`src/rtl/lzhr_pkg.sv`:
```
// Package: shared types and constants of the hash-row match finder.
`default_nettype none
package lzhr_pkg;

   localparam logic [31:0] HASH_MULT = 32'd153191;
   localparam logic [16:0] MIN_MATCH = 17'd4;
   localparam logic [16:0] NO_MATCH_LEN = 17'd3;

   localparam logic [1:0] FUNC_LOAD = 2'd0;
   localparam logic [1:0] FUNC_FIND = 2'd1;
   localparam logic [1:0] FUNC_SKIP = 2'd2;

   typedef enum logic [4:0] {
      S_CLEAR,
      S_IDLE,
      S_DISPATCH,
      S_S_X,
      S_HASH_A0,
      S_HASH_A1,
      S_HASH_A2,
      S_HASH_MUL,
      S_HASH_ROW,
      S_F_TRD,
      S_F_TUSE,
      S_W_ADR,
      S_W_USE,
      S_B_ADR,
      S_B_USE,
      S_NEXT,
      S_DONE,
      S_S_TRD,
      S_S_TUSE,
      S_S_NEXT
   } op_type;

   typedef struct packed {
      op_type op;
      logic   accept;
      logic   deliver;
   } cmd_type;

   typedef struct packed {
      logic [1:0] func;
      logic       byte_eq;
      logic       k_last;
      logic       in_bound;
      logic       j_zero;
      logic       j_last;
      logic       ins_last;
      logic       clr_done;
      logic       rsp_free;
   } status_type;

   typedef struct packed {
      logic [1:0]  func;
      logic [15:0] pos;
      logic [7:0]  data_byte;
      logic [16:0] data_end;
      logic [16:0] skip_len;
   } req_payload_type;

endpackage
`default_nettype wire

```
`src/rtl/lzhr_ctrl.sv`:
```
// Controller: sequencing state machine of the match finder.
`default_nettype none
module lzhr_ctrl (
   input  logic                 clock,
   input  logic                 reset,
   input  logic                 req_valid,
   input  lzhr_pkg::status_type status,
   output logic                 req_ready,
   output lzhr_pkg::cmd_type    cmd
);
   import lzhr_pkg::*;

   op_type state_ff;
   op_type state_in;

   always_ff @(posedge clock) begin
      if (reset) begin
         state_ff <= S_CLEAR;
      end else begin
         state_ff <= state_in;
      end
   end

   always_comb begin
      state_in    = state_ff;
      req_ready   = 1'b0;
      cmd.op      = state_ff;
      cmd.accept  = 1'b0;
      cmd.deliver = 1'b0;
      case (state_ff)
         S_CLEAR: begin
            if (status.clr_done) state_in = S_IDLE;
         end
         S_IDLE: begin
            req_ready = 1'b1;
            if (req_valid) begin
               cmd.accept = 1'b1;
               state_in   = S_DISPATCH;
            end
         end
         S_DISPATCH: begin
            if (status.func == FUNC_FIND) state_in = S_HASH_A0;
            else if (status.func == FUNC_SKIP) state_in = S_S_X;
            else state_in = S_IDLE;
         end
         S_S_X:      state_in = S_HASH_A0;
         S_HASH_A0:  state_in = S_HASH_A1;
         S_HASH_A1:  state_in = S_HASH_A2;
         S_HASH_A2:  state_in = S_HASH_MUL;
         S_HASH_MUL: state_in = S_HASH_ROW;
         S_HASH_ROW: begin
            state_in = (status.func == FUNC_FIND) ? S_F_TRD : S_S_TRD;
         end
         S_F_TRD:  state_in = S_F_TUSE;
         S_F_TUSE: state_in = S_W_ADR;
         S_W_ADR:  state_in = S_W_USE;
         S_W_USE: begin
            if (!status.byte_eq) state_in = S_NEXT;
            else if (status.k_last) state_in = S_B_ADR;
            else state_in = S_W_ADR;
         end
         S_B_ADR: begin
            state_in = status.in_bound ? S_B_USE : S_NEXT;
         end
         S_B_USE: begin
            state_in = status.byte_eq ? S_B_ADR : S_NEXT;
         end
         S_NEXT: begin
            state_in = status.j_last ? S_DONE : S_F_TRD;
         end
         S_DONE: begin
            if (status.rsp_free) begin
               cmd.deliver = 1'b1;
               state_in    = S_IDLE;
            end
         end
         S_S_TRD: begin
            state_in = status.j_zero ? S_S_NEXT : S_S_TUSE;
         end
         S_S_TUSE: state_in = S_S_TRD;
         S_S_NEXT: begin
            state_in = status.ins_last ? S_IDLE : S_S_X;
         end
         default: state_in = S_IDLE;
      endcase
   end

endmodule
`default_nettype wire

```
`config.mk`:
```
export PLATFORM = sky130hd
export DESIGN_NAME = lzhr_ctrl
export DESIGN_NICKNAME = d
export VERILOG_FILES = /design/src/rtl/lzhr_pkg.sv /design/src/rtl/lzhr_ctrl.sv
export SDC_FILE = /design/constraint.sdc
export NUM_CORES = 1
export LEC_CHECK = 0
export BUFFER_PORTS_ARGS = -buffer_cell sky130_fd_sc_hd__buf_2
export CELL_PAD_IN_SITES_DETAIL_PLACEMENT = 1
export CELL_PAD_IN_SITES_GLOBAL_PLACEMENT = 1
export CORE_AREA = 2 2 42 44
export DETAILED_ROUTE_END_ITERATION = 10
export DIE_AREA = 0 0 44 46
export MAX_ROUTING_LAYER = met4
export PLACE_DENSITY_LB_ADDON = 0.1
export SLEW_MARGIN = 40
export SYNTH_ARGS = -nofsm -noshare
export SYNTH_HDL_FRONTEND = slang
export SYNTH_SLANG_ARGS = --single-unit
```
`constraint.sdc`:
```
create_clock -name clock -period 4 [get_ports clock]
set_input_delay 0.8 -clock clock [delete_from_list [all_inputs] [get_ports clock]]
set_output_delay 0.8 -clock clock [all_outputs]
set_load 0.02 [all_outputs]
```
# Word-level counts from Yosys, hierarchy flattened
# Index checks and enable logic that the tools add are counted.
# totals
regBits	5
in_bits	13
# op_classes
n_eq_ne	24
mux	19
reduce_logical	2
# op_table
op	n
case mux 5 bit (20 select lines)	1
== test 5 x 4 -> 1 bit, second input constant	8
2-to-1 mux 5 bit	5
== test 5 x 3 -> 1 bit, second input constant	4
== test 5 bit, second input constant	4
== test 5 x 2 -> 1 bit, second input constant	2
2-to-1 mux 3 bit	3
2-to-1 mux 1 bit	7
2-to-1 mux 2 bit	3
!= test 2 bit, second input constant	3
== test 5 x 1 -> 1 bit, second input constant	1
zero test 5 bit	1
AND reduction 3 bit	1
== test 2 x 1 -> 1 bit, second input constant	1
== test 2 bit, second input constant	1

# Logic depth before layout (Yosys ltp)
# depth
ltp_word	4
ltp_mapped	5

# Least setup slack after synthesis
# Ideal clock, no wire load.
# synth_path
path_type	register -> output
start	register state_ff[0]
end	output port cmd[1] (netlist bit)
arrival_ps	1469
required_ps	3200
slack_ps	1731
path_stages_with_launch	5
path_buffers	2
cell_sequence	dfxtp_1 > buf_4 > clkbuf_1 > and3_1 > and2_1
# synth_rtl
item	line_no	rtl
from (decl)	lzhr_ctrl.sv:13	op_type state_ff;
from (signal assigned)	lzhr_ctrl.sv:20	state_ff <= state_in;
to (decl)	lzhr_ctrl.sv:9	output lzhr_pkg::cmd_type cmd

==> results.txt <==
Clock transition at path regs - 0.04 ns
Number of antenna diodes - 0
Mapped Cells - 68
Placed cell area - 561 um2
TritonCTS clock tree - built
Final WS setup - 1.66 ns
Initial antenna violation count - 0
Layout Skew - 0.00290 ns
Area Growth Syn to Fin - 23.7%
Total GRT Usage - 15.7%
Worst setup SP type - flop
Post-synthesis cell area - 474 um2
Worst-Skew Late Latency - 0.25 ns
Crit path time final - 2.34 ns
Layout cells sized above 1 - 30.2%
Setup Buffers After CTS - 0
Core Area - 1610 um2
Chip width - 44 um
Routability cong. - 0.688
Critical Path AT - 1.54 ns
Required @ worst endpoint - 3.20 ns
Nets - 100
CTS Root Cell - clkbuf_4
Number of global-route vias before repair - 513
Top cell type's share of synthesized area - 21.1%
DR pass1 iterations - 2
IO Count - 21
Syn avg cell area - 6.97 um2
Global route overflow - 0
First-pass GRT wire length - 2210 um
Starting Density - 29.4%
Largest net degree at the start of global routing - 19
Number of max-slew violations in the final report - 0
FMAX - 428 MHz
CP max FO - 15
Number of I/O port buffers - 20
Fin area - 587 um2
Final Cycle Share - 58.4%
Worst hold path class - reg -> reg
Most frequent cells in the layout - buf_2 (20), nor2_1 (9), o21ai_0 (5), a21oi_1 (5), dfxtp_1 (5)
Commonest non-fill, non-tap cell in the layout - buf_2
Cts repair resizes - 0
Filler Cell Count - 223
DR WL/cell - 14.1 um
Ys Warns - 0
Max reg flops - 5
CTS Hold Bufs - 0
Final Power - 147 uW
Syn Nets - 81
Die area - 2020 um2
Worst setup path class - reg -> out
Final WL - 1450 um
Total CTS buffers - 3
DP HPWL - 1100 um
Leading area contributor after synthesis - dfxtp_1
Hold Vio Cnt, Final - 0
Maximum buffer depth of the clock tree - 2
Yosys cell types - 30
Power per cell area - 251 nW/um2
Nature of the critical path endpoint - output pin
Max-capacitance violation count - 0
Slew margin rel. - 61.4%
Site Rows - 15
DRC viols - 0
Die Y - 46 um
Register area share after synthesis - 21.1%
Status - finished, final reports clean
Reg with most FFs - state_ff
Initial DRC count - 7
Antenna-violating nets left - 0
Setup_tns - 0 ns
Unrepaired setup endpoints after global routing - no
Synth area leaders - dfxtp_1 (21%), nor2_1 (7.1%), a21oi_1 (5.3%)
Final setup fails - 0
Biggest regs - state_ff (5)
Vias - 572
LEAKAGE - 0.000238 uW
Setup WS pre-CTS - 1.92 ns
Via density - 5.55
CTS sink cnt - 5
Worst IR drop on VDD - 173 uV
H-tree depth - 1
Number of synthesized register bits - 5
Measured slew at the worst slew-check pin - 0.579 ns
==> Yosys cell counts <==
library cell  n
a21o_1        1
o21ba_2       1
nand3_1       1
o21ai_0       5
o31a_1        1
o21a_1        2
clkbuf_1      2
mux2i_1       2
inv_1         2
buf_4         3
a31oi_1       3
nand4_1       2
xnor2_1       1
a2111oi_0     1
or3_1         2
a32oi_1       1
a21oi_1       5
buf_2         1
dfxtp_1       5
nor4_1        2
a311oi_1      1
nor3_1        4
nand2b_1      1
nand2_1       4
and2_1        1
and3_1        2
a221oi_2      1
nand4b_1      1
or2_2         1
nor2_1        9
==> layer usage <==
metal | wire length [um] | GRT usage [%] | up-vias
met5 | 0 | - | -
met2 | 731 | 27.1 | 16
met3 | 74 | 5.95 | 2
met4 | 14 | 3.64 | 0
li1 | - | - | 289
met1 | 630 | 17.0 | 265
==> per-stage QoR <==
step                      utilization (%)  std cells  hold WS [ns]
final                                36.4        103         0.687
after floorplan                         -         68         0.715
after global routing                 36.4        103         0.733
after CTS                            36.4        103         0.695
after global placement               34.7         99         0.672
after detailed placement             34.7         99         0.686
==> worst max-delay path, stage by stage (launching register included) <==
cell and delay, ns:
dfxtp_1 0.45, or3_1 0.48, nor3_1 0.18, buf_2 0.19
==> power by group <==
| group | switching (uW) | internal, uW | leakage (uW) | total (uW) |
|---|---|---|---|---|
| sequential | 6.16 | 51.4 | 0.0000406 | 57.6 |
| clock | 21.4 | 37.8 | 0.0000150 | 59.2 |
| combinational | 16.2 | 14.5 | 0.000183 | 30.7 |
| total | 43.8 | 104 | 0.000238 | 147 |
==> logic make-up (layout without fill, tap and decap cells) <==
| kind of cell | Yosys count | in the layout | synth area share, % |
|---|---|---|---|
| compound gates | 22 | 22 | 31.9 |
| mux | 2 | 2 | 4.22 |
| simple gates | 30 | 30 | 31.9 |
| flops | 5 | 5 | 21.1 |
| xor+xnor | 1 | 1 | 1.85 |
| buf+inv | 8 | 26 | 8.97 |
==> cell type report <==
class                           instances  area [um2]  area share (%)
Clock buffer                            4        26.3            4.48
Inverter                                2        7.51            1.28
Multi-Input combinational cell         55         332            56.5
Sequential cell                         5         100            17.1
Tap cell                               17        21.3            3.62
Timing Repair Buffer                   20         100            17.1
==> worst paths after layout <==
path / from / end / slack (ns) / depth (start not counted)
setup reg to reg: state_ff[4]$_SDFFE_PP0P_ / state_ff[1]$_SDFFE_PP0P_ / 2.39 / 4
setup / recovery: state_ff[1]$_SDFFE_PP0P_ / cmd[0] / 1.66 / 3
hold / removal: state_ff[3]$_SDFFE_PP0P_ / state_ff[3]$_SDFFE_PP0P_ / 0.69 / 2
hold reg to reg: state_ff[3]$_SDFFE_PP0P_ / state_ff[3]$_SDFFE_PP0P_ / 0.69 / 2
Note: power is estimated with default switching activity, not from simulation.
